[config.mk]
export PLATFORM = sky130hd
export DESIGN_NAME = gsw_queue
export DESIGN_NICKNAME = d
export VERILOG_FILES = /design/src/hw/rtl/gsw_pkg.sv /design/src/hw/rtl/gsw_queue.sv
export SDC_FILE = /design/constraint.sdc
export NUM_CORES = 1
export LEC_CHECK = 0
export ABC_AREA = 1
export BUFFER_PORTS_ARGS = -buffer_cell sky130_fd_sc_hd__buf_2
export CAP_MARGIN = 20
export CELL_PAD_IN_SITES_DETAIL_PLACEMENT = 0
export CELL_PAD_IN_SITES_GLOBAL_PLACEMENT = 1
export CORE_ASPECT_RATIO = 0.75
export CORE_MARGIN = 1.5
export CORE_UTILIZATION = 45
export DETAILED_ROUTE_END_ITERATION = 10
export HOLD_SLACK_MARGIN = 0.08
export PLACE_DENSITY_LB_ADDON = 0.1
export SYNTH_ARGS = -nofsm -noshare
export SYNTH_HDL_FRONTEND = slang
export SYNTH_SLANG_ARGS = --single-unit
[constraint.sdc]
create_clock -name clk -period 27.3 [get_ports clk]
set_input_delay 5.46 -clock clk [delete_from_list [all_inputs] [get_ports clk]]
set_output_delay 5.46 -clock clk [all_outputs]
set_load 0.02 [all_outputs]
[src/hw/rtl/gsw_pkg.sv]
package gsw_pkg;

  localparam int DIST_FRAC_BITS_DEF = 12;
  localparam int QUEUE_DEPTH_DEF    = 2;
  localparam logic [31:0] INV_SPACING_RST = 32'd65536;
  localparam int NUM_AXES = 3;

  typedef enum logic [1:0] {
    REG_INNER,
    REG_MID,
    REG_OUTER,
    REG_ZERO
  } region_t;

  typedef struct packed {
    region_t     region;
    logic [15:0] sq_op;
    logic [15:0] w_mid;
    logic [16:0] gmag;
    logic        gneg;
  } axis_t;

  typedef struct packed {
    axis_t [NUM_AXES-1:0] ax;
    logic                 node_valid;
    logic                 last;
  } item_t;

endpackage

[src/hw/rtl/gsw_queue.sv]
module gsw_queue #(
  parameter int DEPTH = gsw_pkg::QUEUE_DEPTH_DEF
) (
  input  logic           clk,
  input  logic           rst_n,
  input  logic           push,
  input  gsw_pkg::item_t push_item,
  output logic           full,
  output logic           pop_valid,
  output gsw_pkg::item_t pop_item
);

  localparam int IW = (DEPTH > 1) ? $clog2(DEPTH) : 1;
  localparam int CW = $clog2(DEPTH + 1);

  gsw_pkg::item_t mem_r [DEPTH];
  logic [IW-1:0]  wr_ptr_r, wr_ptr_nxt;
  logic [IW-1:0]  rd_ptr_r, rd_ptr_nxt;
  logic [CW-1:0]  cnt_r, cnt_nxt;
  logic           pop;

  assign pop       = cnt_r != '0;
  assign pop_valid = pop;
  assign full      = cnt_r == CW'(DEPTH);
  assign pop_item  = mem_r[rd_ptr_r];

  always_comb begin
    wr_ptr_nxt = wr_ptr_r;
    rd_ptr_nxt = rd_ptr_r;
    if (push) begin
      wr_ptr_nxt = (wr_ptr_r == IW'(DEPTH - 1)) ? '0 : wr_ptr_r + 1'b1;
    end
    if (pop) begin
      rd_ptr_nxt = (rd_ptr_r == IW'(DEPTH - 1)) ? '0 : rd_ptr_r + 1'b1;
    end
    cnt_nxt = cnt_r + CW'(push) - CW'(pop);
  end

  always_ff @(posedge clk) begin
    if (!rst_n) begin
      wr_ptr_r <= '0;
      rd_ptr_r <= '0;
      cnt_r    <= '0;
    end else begin
      wr_ptr_r <= wr_ptr_nxt;
      rd_ptr_r <= rd_ptr_nxt;
      cnt_r    <= cnt_nxt;
    end
  end

  always_ff @(posedge clk) begin
    if (push) begin
      mem_r[wr_ptr_r] <= push_item;
    end
  end

endmodule

==> metrics.log <==
[metrics] DRC viols: 0
[metrics] Hold WC Path Type: flip-flop to flip-flop
[metrics] Post-DRT Antenna Nets: 0
[metrics] quantity of hold-fixing buffers added after cts: 0
[metrics] CP dominant cell by count: buf_4
[metrics] required time at the worst-slack endpoint: 21.84 ns
[metrics] number of CTS-inserted buffers: 31
[metrics] library cell used as clock root buffer: clkbuf_16
[metrics] number of resized instances in the post-cts repair step: 0
[metrics] Post-Syn Instances: 855
[metrics] Synthesized Nets: approximately 1,000
[metrics] starting DRC count in detailed routing: 380
[metrics] area delta synth->final: 23.2%
[metrics] maximum number of pins on one net before global-route repair: 107
[metrics] synthesized flop and latch total: 321
[metrics] routed wire length: ~24,000 um
[metrics] Worst Hold Depth: 3
[metrics] total count of hold-check failures in the final report: 0
[metrics] number of setup violations in the final report: 0
[metrics] setup_tns: 0 ns
[metrics] max-slew headroom at the worst pin: 0.294
[metrics] global-route wire length before repair: between 30,000 and 40,000 um
[metrics] number of clock sinks: 321
[metrics] Final Slew Violations: 0
[metrics] mapped cell area: around 12,000 um^2
[metrics] worst vdd ir: 0.0000488 V
[metrics] last weighted congestion value of the routability-driven placer: between 0.7 and 0.8
[metrics] count of input and output buffers: between 300 and 400
[metrics] latest clock arrival within the worst-skew pair: about 0.54 ns
[metrics] number of vias after detailed routing: about 7,000
[metrics] area inside the core boundary: between 20,000 and 30,000 um^2
[metrics] biggest area contributors in the synthesized netlist: edfxtp_1 78%, inv_1 5.1%, nand2_1 5.1%, o21ai_2 3.6%, o21ai_0 3.1%
[metrics] half-perimeter wire length after placement: 16,400 um
[metrics] via count of the first global-routing pass: roughly 6,600
[metrics] starting density of the core: 0.463
[metrics] Layout Nets: ~1,300
[metrics] outcome: complete, no violations
[metrics] Worst Setup Start Kind: flip-flop
[metrics] sequence of cells on the critical path: buf_4 > buf_4 > o21ai_0 > buf_2
[metrics] TritonCTS clock tree: built
[metrics] MaxCap Viol Count: 0
[metrics] placed cell area: 14,000 um^2
[metrics] global-route total usage across every layer: 0.169
[metrics] Seq/Total Area, Yosys: 0.788
[metrics] die height: roughly 150 um
[metrics] fraction of layout instances using a drive strength above 1: 0.350
[metrics] floorplan die width: roughly 190 um
[metrics] FILL cells: 2,182
[metrics] Critical Path Max Stage Delay: approximately 0.85 ns
[metrics] worst clock skew on the final layout: approximately 0.0088 ns
[metrics] final critical-path share of the clock period: 0.324
[metrics] Worst Tran Pin Value: about 1.1 ns
[metrics] std cell rows: 51
[metrics] area of all placed cells without fillers: 15,000 um^2
[metrics] Max Clock Freq: 113 MHz
[metrics] highest-delay cell along the critical path: buf_4
[metrics] Synth area leader: edfxtp_1
[metrics] Static Leakage: just over 0.006 uW
[metrics] critical path fanouts, max: approximately 110
[metrics] RSZ-0062 raised after global routing: false
[metrics] total gr overflow: 0
[metrics] Pre-antenna DRT Iters: 4
[metrics] data arrival time of the critical path: roughly 3.4 ns
[metrics] setup repair bufs after CTS: 0
[metrics] total number of H-tree levels: 1
[metrics] antenna violations before repair: 7
[metrics] number of different library cells in the post-synthesis netlist: 14
[metrics] Yosys Warn Count: 0
[metrics] area share of the leading cell type in the synthesized netlist: 0.780
[metrics] Reg2Reg Depth: 3
[metrics] clock slew seen by the registers of the worst setup and hold paths: 0.06 ns
[metrics] Power Density: ~74 nW/um^2
[metrics] io pins: approximately 320
[metrics] category of the most critical setup path: flip-flop to output pin
[metrics] via-per-instance ratio: approximately 4.6
[metrics] worst-case clock buffer depth: 3
[metrics] Critical Path End Type: output pin
[metrics] minimum clock period after layout: 8.85 ns
[metrics] post-detailed-route wirelength per cell: between 15 and 20 um
[metrics] DIE AREA: around 28,000 um^2
[metrics] post-synthesis area per instance: 14.2 um^2
[sequential cells by signal (all words and copies together), names as in the netlist, named ones only]
register	cells
mem_r	316
cnt_r	2
rd_ptr_r	1
wr_ptr_r	1
[cell type report]
| class | count | area [um^2] | area share |
|---|---|---|---|
| multi-input cells | 335 | 1660 | 0.111 |
| repair buffers | 327 | 1650 | 0.110 |
| clock buffers | 34 | 787 | 0.0525 |
| clock inverters | 23 | 231 | 0.0154 |
| well taps | 344 | 430 | 0.0287 |
| flip-flops and latches | 321 | 9590 | 0.640 |
| inverters | 164 | 621 | 0.0414 |
| diodes | 4 | 10.0 | 0.000668 |
[metal layers]
metal | global-route usage | vias to the layer above | share of wire
li1 | - | 3570 | -
met1 | 0.217 | 3252 | 0.42
met2 | 0.269 | 200 | 0.46
met3 | 0.0634 | 47 | 0.097
met4 | 0.0508 | 4 | 0.024
met5 | 0 | - | 0.00091
[where the power goes]
group          total [uW]  switching, uW  leakage, uW  internal, uW
Sequential            577           6.23      0.00301           571
Combinational         115           79.5      0.00269          35.3
Clock                 423            169     0.000501           253
[cells in the mapped netlist (all sizes together)]
| master | number |
|---|---|
| buf | 28 |
| nor2 | 10 |
| o21ai | 158 |
| a21oi | 1 |
| clkbuf | 7 |
| nand2 | 164 |
| edfxtp | 316 |
| dfxtp | 5 |
| nand3 | 1 |
| ha | 1 |
| inv | 164 |
[final timing paths]
check	startpoint	to	slack (ns)
max reg2reg	wr_ptr_r	mem_r[1][28]	24.76
min	rd_ptr_r	flip-flop	0.52
max	flip-flop	pop_item[62]	18.45
min reg2reg	rd_ptr_r	flip-flop	0.52
[critical path, delay by kind of cell (launching register included)]
kind / cells / cell delay [ns]
AO/OA/AOI/OAI: 1 / 0.29
buffers and inverters: 3 / 1.90
flip-flops: 1 / 0.52
[metrics by stage]
step / std cells / util / power, uW / hold WS [ns] / setup WS [ns]
after global routing: 1549 / 0.570 / 1160 / 0.558 / 18.11
after CTS: 1548 / 0.570 / 1130 / 0.521 / 18.39
after detailed placement: 1491 / 0.531 / 705 / 0.511 / 18.96
after global placement: 1491 / 0.531 / 703 / 0.517 / 18.98
final: 1552 / 0.570 / 1110 / 0.516 / 18.45
after floorplan: 855 / - / 663 / 0.473 / 14.51
[cell usage in the layout, fill, tap and decap left out]
| cell | count |
|---|---|
| diode_2 | 4 |
| nand2_1 | 164 |
| nor2_4 | 1 |
| inv_8 | 1 |
| inv_6 | 1 |
| o21ai_2 | 50 |
| a21oi_1 | 1 |
| nand3_1 | 1 |
| buf_4 | 7 |
| dfxtp_4 | 1 |
| ha_1 | 1 |
| buf_2 | 320 |
| dfxtp_1 | 4 |
| o21ai_1 | 32 |
| nor2_1 | 9 |
| clkinv_2 | 5 |
| clkbuf_16 | 31 |
| clkinv_1 | 12 |
| bufinv_16 | 5 |
| o21ai_0 | 76 |
| edfxtp_1 | 316 |
| inv_1 | 163 |
| clkbuf_1 | 3 |
[logic make-up after synthesis]
| kind of cell | after synthesis | synth area share |
|---|---|---|
| buf+inv | 199 | 0.0762 |
| flops | 321 | 0.788 |
| fa+ha+maj | 1 | 0.00103 |
| simple gates | 175 | 0.0541 |
| compound gates | 159 | 0.0808 |
Note: power is estimated with default switching activity, not from simulation.
