### src/hw/rtl/gsw_pkg.sv
package gsw_pkg;

  localparam int DIST_FRAC_BITS_DEF = 12;
  localparam int QUEUE_DEPTH_DEF    = 2;
  localparam logic [31:0] INV_SPACING_RST = 32'd65536;
  localparam int NUM_AXES = 3;

  typedef enum logic [1:0] {
    REG_INNER,
    REG_MID,
    REG_OUTER,
    REG_ZERO
  } region_t;

  typedef struct packed {
    region_t     region;
    logic [15:0] sq_op;
    logic [15:0] w_mid;
    logic [16:0] gmag;
    logic        gneg;
  } axis_t;

  typedef struct packed {
    axis_t [NUM_AXES-1:0] ax;
    logic                 node_valid;
    logic                 last;
  } item_t;

endpackage

### src/hw/rtl/gsw_front.sv
module gsw_front #(
  parameter int DIST_FRAC_BITS = gsw_pkg::DIST_FRAC_BITS_DEF
) (
  input  logic                clk,
  input  logic                rst_n,
  input  logic                start,
  input  logic                q_full,
  input  logic signed [15:0]  in_dist_x,
  input  logic signed [15:0]  in_dist_y,
  input  logic signed [15:0]  in_dist_z,
  input  logic                in_node_valid,
  input  logic                in_last_node,
  output logic                push,
  output gsw_pkg::item_t      push_item
);

  localparam int ONE  = 1 << DIST_FRAC_BITS;
  localparam int QTR  = 1 << (DIST_FRAC_BITS - 2);
  localparam int LIM  = (1249 * ONE + 999) / 1000;
  localparam int GOUT = 5 * (1 << (DIST_FRAC_BITS - 1));
  localparam int GSH  = 16 - DIST_FRAC_BITS;

  logic        accept;
  logic        front_v_r, front_v_nxt;
  logic [15:0] dist_r [gsw_pkg::NUM_AXES];
  logic        node_valid_r;
  logic        last_r;

  function automatic gsw_pkg::axis_t classify(input logic [15:0] raw);
    gsw_pkg::axis_t ax;
    logic [15:0]    a;
    logic [17:0]    gex;
    a         = raw[15] ? 16'(~raw + 16'd1) : raw;
    ax        = '0;
    ax.region = gsw_pkg::REG_ZERO;
    ax.gneg   = ~raw[15];
    gex       = '0;
    if (a < 16'(QTR)) begin
      ax.region = gsw_pkg::REG_INNER;
      ax.sq_op  = a;
      gex       = 18'(a) << 2;
    end else if (a < 16'(3 * QTR)) begin
      ax.region = gsw_pkg::REG_MID;
      ax.w_mid  = 16'((18'(ONE) - 18'(a)) << GSH);
      gex       = 18'(ONE);
    end else if (a < 16'(LIM)) begin
      ax.region = gsw_pkg::REG_OUTER;
      ax.sq_op  = 16'(18'(5 * QTR) - 18'(a));
      gex       = 18'(GOUT) - (18'(a) << 1);
    end
    ax.gmag = 17'(gex << GSH);
    return ax;
  endfunction

  assign accept = start & ~q_full;
  assign push   = front_v_r & ~q_full;

  always_comb begin
    front_v_nxt = front_v_r;
    if (accept) begin
      front_v_nxt = 1'b1;
    end else if (push) begin
      front_v_nxt = 1'b0;
    end
  end

  always_ff @(posedge clk) begin
    if (!rst_n) begin
      front_v_r <= 1'b0;
    end else begin
      front_v_r <= front_v_nxt;
    end
  end

  always_ff @(posedge clk) begin
    if (accept) begin
      dist_r[0]    <= in_dist_x;
      dist_r[1]    <= in_dist_y;
      dist_r[2]    <= in_dist_z;
      node_valid_r <= in_node_valid;
      last_r       <= in_last_node;
    end
  end

  always_comb begin
    for (int i = 0; i < gsw_pkg::NUM_AXES; i++) begin
      push_item.ax[i] = classify(dist_r[i]);
    end
    push_item.node_valid = node_valid_r;
    push_item.last       = last_r;
  end

endmodule

### config.mk
export PLATFORM = sky130hd
export DESIGN_NAME = gsw_front
export DESIGN_NICKNAME = d
export VERILOG_FILES = /design/src/hw/rtl/gsw_pkg.sv /design/src/hw/rtl/gsw_front.sv
export SDC_FILE = /design/constraint.sdc
export NUM_CORES = 1
export LEC_CHECK = 0
export BUFFER_PORTS_ARGS = -buffer_cell sky130_fd_sc_hd__buf_2
export CORE_MARGIN = 2
export CORE_UTILIZATION = 50
export DETAILED_ROUTE_END_ITERATION = 10
export PLACE_DENSITY_LB_ADDON = 0.3
export SLEW_MARGIN = 20
export SYNTH_ARGS = -nofsm -noshare
export SYNTH_HDL_FRONTEND = slang
export SYNTH_SLANG_ARGS = --single-unit
### constraint.sdc
create_clock -name clk -period 6 [get_ports clk]
set_clock_uncertainty 0.2 [all_clocks]
set_input_delay 0.3 -clock clk [delete_from_list [all_inputs] [get_ports clk]]
set_output_delay 0.3 -clock clk [all_outputs]
set_load 0.005 [all_outputs]
==> impl_results.md, run 1 <==
- Final worst slack: about 1.4 ns
- Drt total wl: 13970 µm
- Seq pwr share: 0.439
- Post-Place Worst Slack: approximately 1.8 ns
- CTS tree: yes
- Total Neg Setup Slack: 0 ns
- Fmax: 219.5 MHz
- Share of post-route cells with drive strength above 1: 0.2553
- Clock power share: 0.191
- Net Sw Frac: 0.3607
- Syn avg cell area: between 8 and 9 µm²
- Crit path DAT: between 4 and 5 ns
- ANT nets after route: 0
- # DRC: 0
- Area grow syn2layout: 26.01%
- Initial antenna violation count: 0
- CTS max path bufs: 2
- CP max stage delay: 0.67 ns
- Worst Max-Slew Pin Slew: 0.8420 ns
- Area after DPL: roughly 0.0059 mm²
- CP delay by family, top: simple AND/OR/NAND/NOR gates
- Clock transition at path regs: around 0.10 ns
- CP Buf/Inv Count: 2
- Clock latency on the worst-skew pair: 0.30 ns
- Setup CP Type: reg2out
- 1st-pass router iterations: 6
- Largest net degree at the start of global routing: 49
- Endpoint class of the critical path: primary output
- Vias in the first global route: 4763
- Slowest cell on the critical path: xor2_1
- Max-cap viol count: 0
- Fin cells: 936
- Unrepaired setup endpoints after global routing: no
- Combinational cell fraction of total power: 0.370
- Slew headroom: 0.4386
- Placed cell count: 877
- Mapped Cells: just over 600
- Power density cells: 162.7 mW/mm²
- WL/cell: 14.92 µm
- Crit-path max FO: 19
- Core Area: 0.009864 mm²
- Final std cell area, no fill: between 0.006 and 0.007 mm²
- LEAKAGE: between 2 and 3 nW
- Final hold viol count: 0
- Initial Utilization: 0.5194
- DRT iter0 DRCs: 389
- Worst EP required: 5.50 ns
- Die X: around 110 µm
- Row Count: 36
- Status: finished, final reports clean
- Post-cts sizing count: 0
- CTS Root Cell: clkbuf_8
- Internal power: 671.4 µW
- Die ar.: 0.01107 mm²
- Via count: 5290
- CTS buffer count: 5
- Psw: ~380 µW
- Synth cell types: 81
- Diodes inserted: 0
- Ports: about 210
- Worst R2R Setup Slack: 5.21 ns
- # clock sinks: between 50 and 60
- Detailed-route vias per instance: between 5 and 6
- First-pass GRT wire length: 22200 µm
- Ys async rst share: 0
- Nets: about 860
- Port Buffers: 173
- Placer Congestion: 0.9409
- Worst vdd ir: about 160 µV
- Yosys warning count: 0
- Fin. max-slew vios: 0
- Detailed placement HPWL: 10400 µm
- Cells along the critical path: inv_1 > ha_1 > or3b_1 > o41ai_2 > xor2_1 > nand3_1 > or2_2 > o21ai_1 > buf_2
- Top_reg_cell synth: edfxtp_1
- GRT Util Overall: 0.2376
- H-tree levels: 2
- Final Setup Violations: 0
- Synth Register Bits: 51
- Post-layout min period: 4.556 ns
- Die Span Y: 105.2 µm
- Post-synth EDFFs: 50
- Remaining global-route overflow: 0
- Hold Path Class: in2reg
- Final Cycle Share: 0.7593
- Crit start category: flop
- Post-synthesis sequential area ratio: 0.2969
- Post-Syn Area: 0.005124 mm²
-- metrics by stage --
| stage | hold WS, ns | util | power [mW] |
|---|---|---|---|
| after floorplan | 0.1989 | - | 0.7356 |
| after global placement | 0.2762 | 0.5935 | 0.8140 |
| after detailed placement | 0.2781 | 0.5935 | 0.8235 |
| after CTS | 0.1159 | 0.6545 | 1.049 |
| after global routing | 0.1505 | 0.6545 | 1.113 |
| final | 0.1235 | 0.6545 | 1.050 |
-- synth_stat cells (19+ instances only) --
master	instances	area share
a21oi_1	21	0.021
buf_4	42	0.062
clkbuf_1	20	0.015
edfxtp_1	50	0.29
inv_1	20	0.015
nand2_1	36	0.026
nand3_1	24	0.023
nor2_1	56	0.041
o21ai_0	19	0.019
o22ai_1	36	0.044
xnor2_1	28	0.048
xor2_1	32	0.055
-- cells by family (layout without fill, tap and decap cells) --
group | count (synthesis) | after routing | synth area share
AOI/OAI and AO/OA | 155 | 155 | 0.2142
and+or+nand+nor | 229 | 229 | 0.2486
xor gates and xnor gates | 61 | 61 | 0.1057
muxes | 6 | 6 | 0.01197
buffers and inverters | 98 | 256 | 0.1072
DFF | 51 | 51 | 0.2969
adders and majority gates | 6 | 6 | 0.01465
other | 1 | 39 | 0.0007319
-- flip-flops by register name, indices dropped and copies added, names as in the netlist --
signal        cells
dist_r           48
node_valid_r      1
front_v_r         1
last_r            1
-- power groups by stage --
stage / Clock (mW) / Combinational [mW] / Sequential, mW
after floorplan: 0 / 0.292 / 0.444
after global placement: 0 / 0.348 / 0.466
after detailed placement: 0 / 0.356 / 0.468
after CTS: 0.206 / 0.383 / 0.459
after global routing: 0.219 / 0.429 / 0.465
final: 0.200 / 0.389 / 0.461
-- worst min-delay path, delay by kind of cell --
kind | cells | cell delay [ns]
buf+inv | 1 | 0.13
compound gates | 1 | 0.07
simple gates | 1 | 0.09
-- what timing repair did --
action	in CTS	in global routing
hold buffers	51	0
buffers inserted	0	0
endpoints found under the hold margin	51	0
-- path summary, 6_finish.rpt --
| kind | start | cells past startpoint | to |
|---|---|---|---|
| min | q_full | 3 | front_v_r$_SDFFE_PN0P_ |
| max | dist_r[0][16]$_DFFE_PP_ | 9 | push_item[69] |
| min reg2reg | front_v_r$_SDFFE_PN0P_ | 2 | front_v_r$_SDFFE_PN0P_ |
| max reg2reg | front_v_r$_SDFFE_PN0P_ | 2 | front_v_r$_SDFFE_PN0P_ |
-- cell usage in the layout, fill, tap and decap left out, types with 13 or more instances in the layout --
cell type / instances
nand2b_1: 13
nor2b_1: 14
o22ai_1: 36
xnor2_1: 28
dlygate4sd3_1: 51
nand2_1: 36
a21oi_1: 21
o21ai_0: 19
nand3_1: 24
inv_1: 20
xor2_1: 32
nor2_1: 56
conb_1: 39
edfxtp_1: 50
buf_2: 173
-- routing by layer --
metal / track usage / wire length [µm] / vias to the layer above
li1: - / - / 2547
met1: 0.2961 / 5747 / 2470
met2: 0.4309 / 6975 / 241
met3: 0.02845 / 960 / 32
met4: 0.06571 / 282 / 0
met5: 0 / 0 / -
-- area by class of cell --
type	count	area (µm²)
fillers	794	3408
multi-input cells	496	3203
flip-flops and latches	51	1521
repair buffers	226	1391
well taps	133	166.4
inverters	22	82.58
clock buffers	5	68.82
clock inverters	3	22.52
Note: power is estimated with default switching activity, not from simulation.
==> run 2, diff against run 1 <==
==> constraint.sdc (replaced) <==
create_clock -name clk -period 4.75 [get_ports clk]
set_clock_uncertainty 0.2 [all_clocks]
set_input_delay 0.2375 -clock clk [delete_from_list [all_inputs] [get_ports clk]]
set_output_delay 0.2375 -clock clk [all_outputs]
set_load 0.005 [all_outputs]
==> run 2 against run 1 <==
  * Via count grew 0.42%
  * Wire length shrank 2.5%
  * Utilization grew 0.34 points
  * Critical path depth grew 1
  * Clock power grew 30%
  * Sequential share of layout area shrank 0.12 points
  * Sequential power grew 26%
  * First-iteration DRC count shrank 0.51%
  * Critical path type unchanged
  * Largest cell class unchanged
  * Largest power group unchanged
==> impl_results.md, run 2 (synthesis results as in run 1) <==
- Status: finished, final reports clean (unchanged)
- Register Area: 0.001521 mm² (unchanged)
- Most frequent cells in the layout: buf_2 (173), nor2_1 (56), dlygate4sd3_1 (51) (unchanged)
- 1st-pass router iterations: 5 (was 6)
- Crit start category: flop (unchanged)
- CP delay by family, top: simple AND/OR/NAND/NOR gates (unchanged)
- Worst R2R Setup Slack: 3.86 ns (was 5.21 ns)
- Final Cycle Share: 0.9320
- CP Buf/Inv Count: 2 (unchanged)
- Worst EP required: 4.31 ns (was 5.50 ns)
- Endpoint class of the critical path: primary output (unchanged)
- Max-cap viol count: 0 (unchanged)
- Core Area: 0.009864 mm² (unchanged)
- CTS tree: yes (unchanged)
- Die ar.: 0.01107 mm² (unchanged)
- Multi-input logic area: 0.003203 mm² (unchanged)
- Vias in the first global route: 4611 (was 4763)
- Post-CTS setup buffer count: 0 (unchanged)
- Detailed-route vias per instance: 5.651 (was 5.652)
- Hold Path Class: in2reg (unchanged)
- Combinational cell fraction of total power: 0.372 (was 0.370)
- Die X: 105.2 µm (unchanged)
- CTS buffer count: 5 (unchanged)
- CTS Root Cell: clkbuf_8 (unchanged)
- Fillers: 794 (unchanged)
- Port Buffers: 173 (unchanged)
- Ports: 213 (unchanged)
- Slew headroom: 0.4304 (was 0.4386)
- Most common cell after layout, fill and taps aside: buf_2 (unchanged)
- Most Crowded Layer GR: met2 (unchanged)
- Power density cells: 206.2 mW/mm² (was 162.7 mW/mm²)
- Slowest cell on the critical path: nor3b_1 (was xor2_1)
- Die Span Y: 105.2 µm (unchanged)
- Final hold viol count: 0 (unchanged)
- Initial antenna violation count: 0 (unchanged)
- # clock sinks: 51 (unchanged)
- Clock transition at path regs: 0.10 ns (about the same)
- Worst vdd ir: 241.6 µV (was 157.9 µV)
- DRT iter0 DRCs: 387 (was 389)
- Max reg flops: 48 (unchanged)
- Grt met3 use: 0.03649 (was 0.02845)
- Met1 Resource Use GR: 0.2915 (was 0.2961)
- Drt total wl: 13620 µm (was 13970 µm)
- Total Neg Setup Slack: 0 ns (unchanged)
- Fmax: 225.9 MHz
- Via count: 5312 (was 5290)
- Final Setup Violations: 0 (unchanged)
- Hold buffer count at CTS: 51 (unchanged)
- Post-cts sizing count: 0 (unchanged)
- Placer Congestion: 0.9432 (was 0.9409)
- Remaining global-route overflow: 0 (unchanged)
- Net Sw Frac: 0.3613 (was 0.3607)
- Area grow syn2layout: 26.67% (was 26.01%)
- CP max stage delay: 0.68 ns (was 0.67 ns)
- H-tree levels: 2 (unchanged)
- Final design utilization: 0.6579 (was 0.6545)
- Largest net degree at the start of global routing: 39 (was 49)
- Unrepaired setup endpoints after global routing: no (unchanged)
- First-pass GRT wire length: 21470 µm (was 22200 µm)
- # DRC: 0 (unchanged)
- Post-layout min period: 4.427 ns
- Area after DPL: 0.005884 mm² (was 0.005854 mm²)
- WL/cell: 14.48 µm (was 14.92 µm)
- Placed cell count: 881 (was 877)
- Crit-path max FO: 22 (was 19)
- ANT nets after route: 0 (unchanged)
- LEAKAGE: 2.826 nW (was 2.806 nW)
- Fin cells: 940 (was 936)
- Share of post-route cells with drive strength above 1: 0.2590 (was 0.2553)
- Psw: 483.4 µW (was 378.8 µW)
- Row Count: 36 (unchanged)
- Internal power: 854.8 µW (was 671.4 µW)
- Cells along the critical path: inv_1 > ha_1 > nor3b_1 > nand3_1 > mux2_2 > a21bo_1 > o22ai_2 > nand2_1 > o221ai_1 > buf_2 (was inv_1 > ha_1 > or3b_1 > o41ai_2 > xor2_1 > nand3_1 > or2_2 > o21ai_1 > buf_2)
- Setup CP Type: reg2out (unchanged)
- Detailed placement HPWL: 10240 µm (was 10400 µm)
- CTS max path bufs: 2 (unchanged)
- Diodes inserted: 0 (unchanged)
- Nets: 866 (was 862)
- Seq pwr share: 0.434 (was 0.439)
- Initial Utilization: 0.5194 (unchanged)
- Clock latency on the worst-skew pair: 0.31 ns (was 0.30 ns)
- Clock power share: 0.194 (was 0.191)
- GRT Util Overall: 0.2311 (was 0.2376)
- Fin. max-slew vios: 0 (unchanged)
- Total power: 1.338 mW (was 1.050 mW)
- Crit path DAT: 3.99 ns (was 4.06 ns)
- Worst Max-Slew Pin Slew: 0.8544 ns (was 0.8420 ns)
- Reg with most FFs: dist_r (unchanged)
- GRT met2 Usage: 0.4092 (was 0.4309)
- Final std cell area, no fill: 0.006490 mm² (was 0.006456 mm²)
==> run 2: cell type report <==
type	count	share of cell area
inverters	22	0.01272
repair buffers	230	0.2190
well taps	133	0.02564
multi-input cells	496	0.4935
clock inverters	3	0.004049
flip-flops and latches	51	0.2344
clock buffers	5	0.01060
==> run 2: routing by layer <==
layer	wire [µm]	vias up
met5	0	-
met4	224	0
met3	1000	30
met2	6756	260
met1	5633	2458
li1	-	2564
==> run 2: power by group through the flow <==
stage          logic [mW]  clock network (mW)  registers [mW]
3_3_place_gp        0.446                   0           0.588
4_1_cts             0.488               0.270           0.580
3_5_place_dp        0.454                   0           0.591
5_1_grt             0.547               0.286           0.587
2_1_floorplan       0.369                   0           0.561
6_report            0.497               0.260           0.581
==> run 2: worst min-delay path: cells and delay by family <==
family / cells / cell delay [ns]
compound gates: 1 / 0.10
buf+inv: 1 / 0.13
simple gates: 1 / 0.14
==> run 2: final timing paths <==
kind                            from                      to  cells past startpoint
max          dist_r[0][32]$_DFFE_PP_          push_item[118]                     10
min                           q_full  front_v_r$_SDFFE_PN0P_                      3
max reg2reg   front_v_r$_SDFFE_PN0P_  front_v_r$_SDFFE_PN0P_                      2
min reg2reg   front_v_r$_SDFFE_PN0P_  front_v_r$_SDFFE_PN0P_                      2
==> run 2: stage by stage <==
step / worst slack [ns] / hold WS [ns]
2_1_floorplan: 1.548 / 0.1364
3_3_place_gp: 0.9971 / 0.2143
3_5_place_dp: 0.8128 / 0.2156
4_1_cts: 0.4649 / 0.03220
5_1_grt: 0.05883 / 0.1331
6_report: 0.3229 / 0.1288
==> run 3, diff against run 2 <==
--- a/config.mk
+++ b/config.mk
@@ -5,6 +5,7 @@
 export SDC_FILE = /design/constraint.sdc
 export NUM_CORES = 1
 export LEC_CHECK = 0
+export ABC_AREA = 1
 export BUFFER_PORTS_ARGS = -buffer_cell sky130_fd_sc_hd__buf_2
 export CORE_MARGIN = 2
 export CORE_UTILIZATION = 50
==> run 3 against run 2 <==
  * Sequential power down 3.6%
  * Sequential share of layout area down 1.1 points
  * Critical endpoint is now push_item[88]
  * Wire length up 3.3%
  * Maximum frequency up 28%
  * Die area up 5.2%
  * Combinational power up 24%
  * Largest cell class unchanged
  * Design area up 5.1%
  * Global-route usage up 0.42 points
==> impl_results.md, run 3 <==
- Status: finished, final reports clean (unchanged)
- CTS tree: yes (unchanged)
- Final hold viol count: 0 (unchanged)
- Main combinational cell family by area after synthesis: simple AND/OR/NAND/NOR gates (unchanged)
- CTS max path bufs: 2 (unchanged)
- Placer Congestion: 0.8784 (was 0.9432)
- FF-to-FF Start: front_v_r$_SDFFE_PN0P_ (unchanged)
- Post-Syn Area: 0.005403 mm² (was 0.005124 mm²)
- Initial Utilization: 0.5187 (was 0.5194)
- Ports: 213 (unchanged)
- Xor/xnor share of the synthesized area: 0.04354 (was 0.1057)
- H-tree levels: 2 (unchanged)
- Fin. max-slew vios: 0 (unchanged)
- FF-to-FF End: front_v_r$_SDFFE_PN0P_ (unchanged)
- Area fraction in compound gates after synthesis: 0.04863 (was 0.2142)
- Crit path DAT: 3.02 ns (was 3.99 ns)
- Post-synth EDFFs: 50 (unchanged)
- Synth cell types: 45 (was 81)
- Hold path start: q_full (unchanged)
- Proportion of synthesized area in mux cells: 0 (was 0.01197)
- Vias in the first global route: 4952 (was 4611)
- ANT nets after route: 0 (unchanged)
- Net Sw Frac: 0.3593 (was 0.3613)
- Internal power: 978.7 µW (was 854.8 µW)
- Final Cycle Share: 0.7289 (was 0.9320)
- Slew headroom: 0.4669 (was 0.4304)
- Most frequent cell after synthesis: nand2_1 (was nor2_1)
- Clock latency on the worst-skew pair: 0.30 ns (was 0.31 ns)
- Nets: 1082 (was 866)
- Most frequent cells in the layout: nand2_1 (273), buf_2 (173), nor2_1 (97) (was buf_2 (173), nor2_1 (56), dlygate4sd3_1 (51))
- Fin cells: 1160 (was 940)
- Mapped Cells: 808 (was 607)
- Largest net degree at the start of global routing: 52 (was 39)
- Crit start category: flop (unchanged)
- Largest area contributor in the netlist: edfxtp_1 (unchanged)
- Die Span Y: 108.0 µm (was 105.2 µm)
- CTS Root Cell: clkbuf_8 (unchanged)
- Hold Path End: front_v_r$_SDFFE_PN0P_ (unchanged)
- Via count: 5625 (was 5312)
- Yosys warning count: 0 (unchanged)
- Worst R2R Setup Slack: 3.90 ns (was 3.86 ns)
- Worst R2R Path Depth: 2 (unchanged)
- Total Neg Setup Slack: 0 ns (unchanged)
- Hold slack: 0.1016 ns (was 0.1288 ns)
- Reg with most FFs: dist_r (unchanged)
- Worst EP required: 4.31 ns (about the same)
- Core Area: 0.01042 mm² (was 0.009864 mm²)
- Simple-gate share of the synthesized area: 0.4569 (was 0.2486)
- Drt total wl: 14070 µm (was 13620 µm)
- Detailed-route vias per instance: 4.849 (was 5.651)
- Row Count: 37 (was 36)
- GRT Util Overall: 0.2353 (was 0.2311)
- # DRC: 0 (unchanged)
- Synth Register Bits: 51 (unchanged)
- Crit-path max FO: 11 (was 22)
- Top cell type's share of synthesized area: 0.2779 (was 0.2930)
- Seq pwr share: 0.367 (was 0.434)
- Syn avg cell area: 6.686 µm² (was 8.441 µm²)
- Ys async rst share: 0 (unchanged)
- Setup CP Type: reg2out (unchanged)
- Post-synthesis sequential area ratio: 0.2816 (was 0.2969)
- # clock sinks: 51 (unchanged)
- Die ar.: 0.01165 mm² (was 0.01107 mm²)
- Top_reg_cell synth: edfxtp_1 (unchanged)
- Clock transition at path regs: 0.09 ns (was 0.10 ns)
- Top cells by area, synth: edfxtp_1 (28%), nand2_1 (19%), nor2_1 (6.8%) (was edfxtp_1 (29%), buf_4 (6.2%), xor2_1 (5.5%))
- Worst vdd ir: 141.5 µV (was 241.6 µV)
- Area grow syn2layout: 26.19% (was 26.67%)
- Share of post-route cells with drive strength above 1: 0.2669 (was 0.2590)
- WL/cell: 12.13 µm (was 14.48 µm)
- Hold Path Class: in2reg (unchanged)
- Die X: 108.0 µm (was 105.2 µm)
- Max-cap viol count: 0 (unchanged)
- First-pass GRT wire length: 22320 µm (was 21470 µm)
- Clock power share: 0.230 (was 0.194)
- Initial antenna violation count: 1 (was 0)
- LEAKAGE: 3.829 nW (was 2.826 nW)
- Worst hold stages: 3 (unchanged)
- DRT iter0 DRCs: 338 (was 387)
- Most common cell after layout, fill and taps aside: nand2_1 (was buf_2)
- Worst Max-Slew Pin Slew: 0.7997 ns (was 0.8544 ns)
- Fmax: 288.8 MHz (was 225.9 MHz)
- Endpoint class of the critical path: primary output (unchanged)
- Unrepaired setup endpoints after global routing: no (unchanged)
- 1st-pass router iterations: 5 (unchanged)
- Power density cells: 224.0 mW/mm² (was 206.2 mW/mm²)
- Max reg flops: 48 (unchanged)
- Detailed placement HPWL: 10780 µm (was 10240 µm)
- Placed cell count: 1100 (was 881)
- Adder-cell share of the synthesized area: 0.01390 (was 0.01465)
- Port Buffers: 173 (unchanged)
- Combinational cell fraction of total power: 0.403 (was 0.372)
- Post-layout min period: 3.462 ns (was 4.427 ns)
- Remaining global-route overflow: 0 (unchanged)
- Final Setup Violations: 0 (unchanged)
- Psw: 548.7 µW (was 483.4 µW)
- Post-synth top cells: nand2_1 (273), nor2_1 (98), inv_1 (91) (was nor2_1 (56), edfxtp_1 (50), buf_4 (42))
- CTS buffer count: 5 (unchanged)
- Post-cts sizing count: 0 (unchanged)
-- run 3: how the worst max path moves through the flow --
stage                                   endpoint  slack (ns)  cells after the start                     from
after floorplan           dist_r[0][0]$_DFFE_PP_        1.68                      2                    start
after global placement             push_item[88]        1.71                     17  dist_r[0][16]$_DFFE_PP_
after detailed placement           push_item[88]        1.69                     17  dist_r[0][16]$_DFFE_PP_
after CTS                          push_item[88]        1.33                     17  dist_r[0][16]$_DFFE_PP_
after global routing               push_item[88]        0.95                     17  dist_r[0][16]$_DFFE_PP_
final                              push_item[88]        1.29                     17  dist_r[0][16]$_DFFE_PP_
-- run 3: critical path: stages, from the launching register on --
cell and delay (ns):
edfxtp_1 0.41, inv_1 0.22, ha_1 0.26, nand2_1 0.12
nor2_1 0.12, nand2_1 0.07, nand2_1 0.08, nand2_1 0.07
nand2_1 0.12, inv_2 0.09, nor2_4 0.13, o21ai_1 0.07
nand2_1 0.06, nand2_1 0.21, nor2_1 0.29, nand2_1 0.10
o21ai_0 0.13, buf_2 0.18
-- run 3: stage by stage --
| step | power [mW] | area, µm² | util | setup WS (ns) |
|---|---|---|---|---|
| global route | 1.632 | 6818 | 0.6545 | 0.9519 |
| finish | 1.527 | 6818 | 0.6545 | 1.288 |
| floorplan | 0.9874 | 5545 | - | 1.682 |
| global placement | 1.137 | 6172 | 0.5926 | 1.707 |
| detailed placement | 1.145 | 6172 | 0.5926 | 1.686 |
| CTS | 1.525 | 6815 | 0.6543 | 1.330 |
-- run 3: power by group through the flow --
stage	registers, mW	logic, mW	clock network (mW)
global route	0.566	0.692	0.374
CTS	0.559	0.610	0.356
finish	0.560	0.616	0.352
floorplan	0.557	0.431	0
global placement	0.569	0.568	0
detailed placement	0.570	0.575	0
-- run 3: layout make-up --
class	instances	area, µm²
diodes	1	2.502
clock buffers	6	72.57
clock inverters	2	60.06
fillers	982	3598
inverters	109	411.6
multi-input cells	630	3196
flip-flops and latches	51	1521
well taps	136	170.2
repair buffers	225	1384
-- run 3: metal layers --
layer	share of wire	vias up	global-route usage	wire length, µm
met5	0	-	0	0
li1	-	2895	-	-
met4	0.019	0	0.06319	270
met2	0.50	204	0.4299	7053
met1	0.42	2501	0.2873	5940
met3	0.057	25	0.03677	805
-- run 3: cell families (layout without fill, tap and decap cells) --
| kind of cell | after synthesis | after routing |
|---|---|---|
| AOI/OAI and AO/OA | 44 | 44 |
| xor gates and xnor gates | 20 | 20 |
| adders and majority gates | 6 | 6 |
| buffers and inverters | 165 | 342 |
| DFF | 51 | 51 |
| other | 1 | 40 |
| and+or+nand+nor | 521 | 521 |
-- run 3: repair_timing --
item,CTS,global route
hold buffers,51,0
setup endpoints to repair,0,0
hold endpoints to repair,51,0
setup buffers,0,0
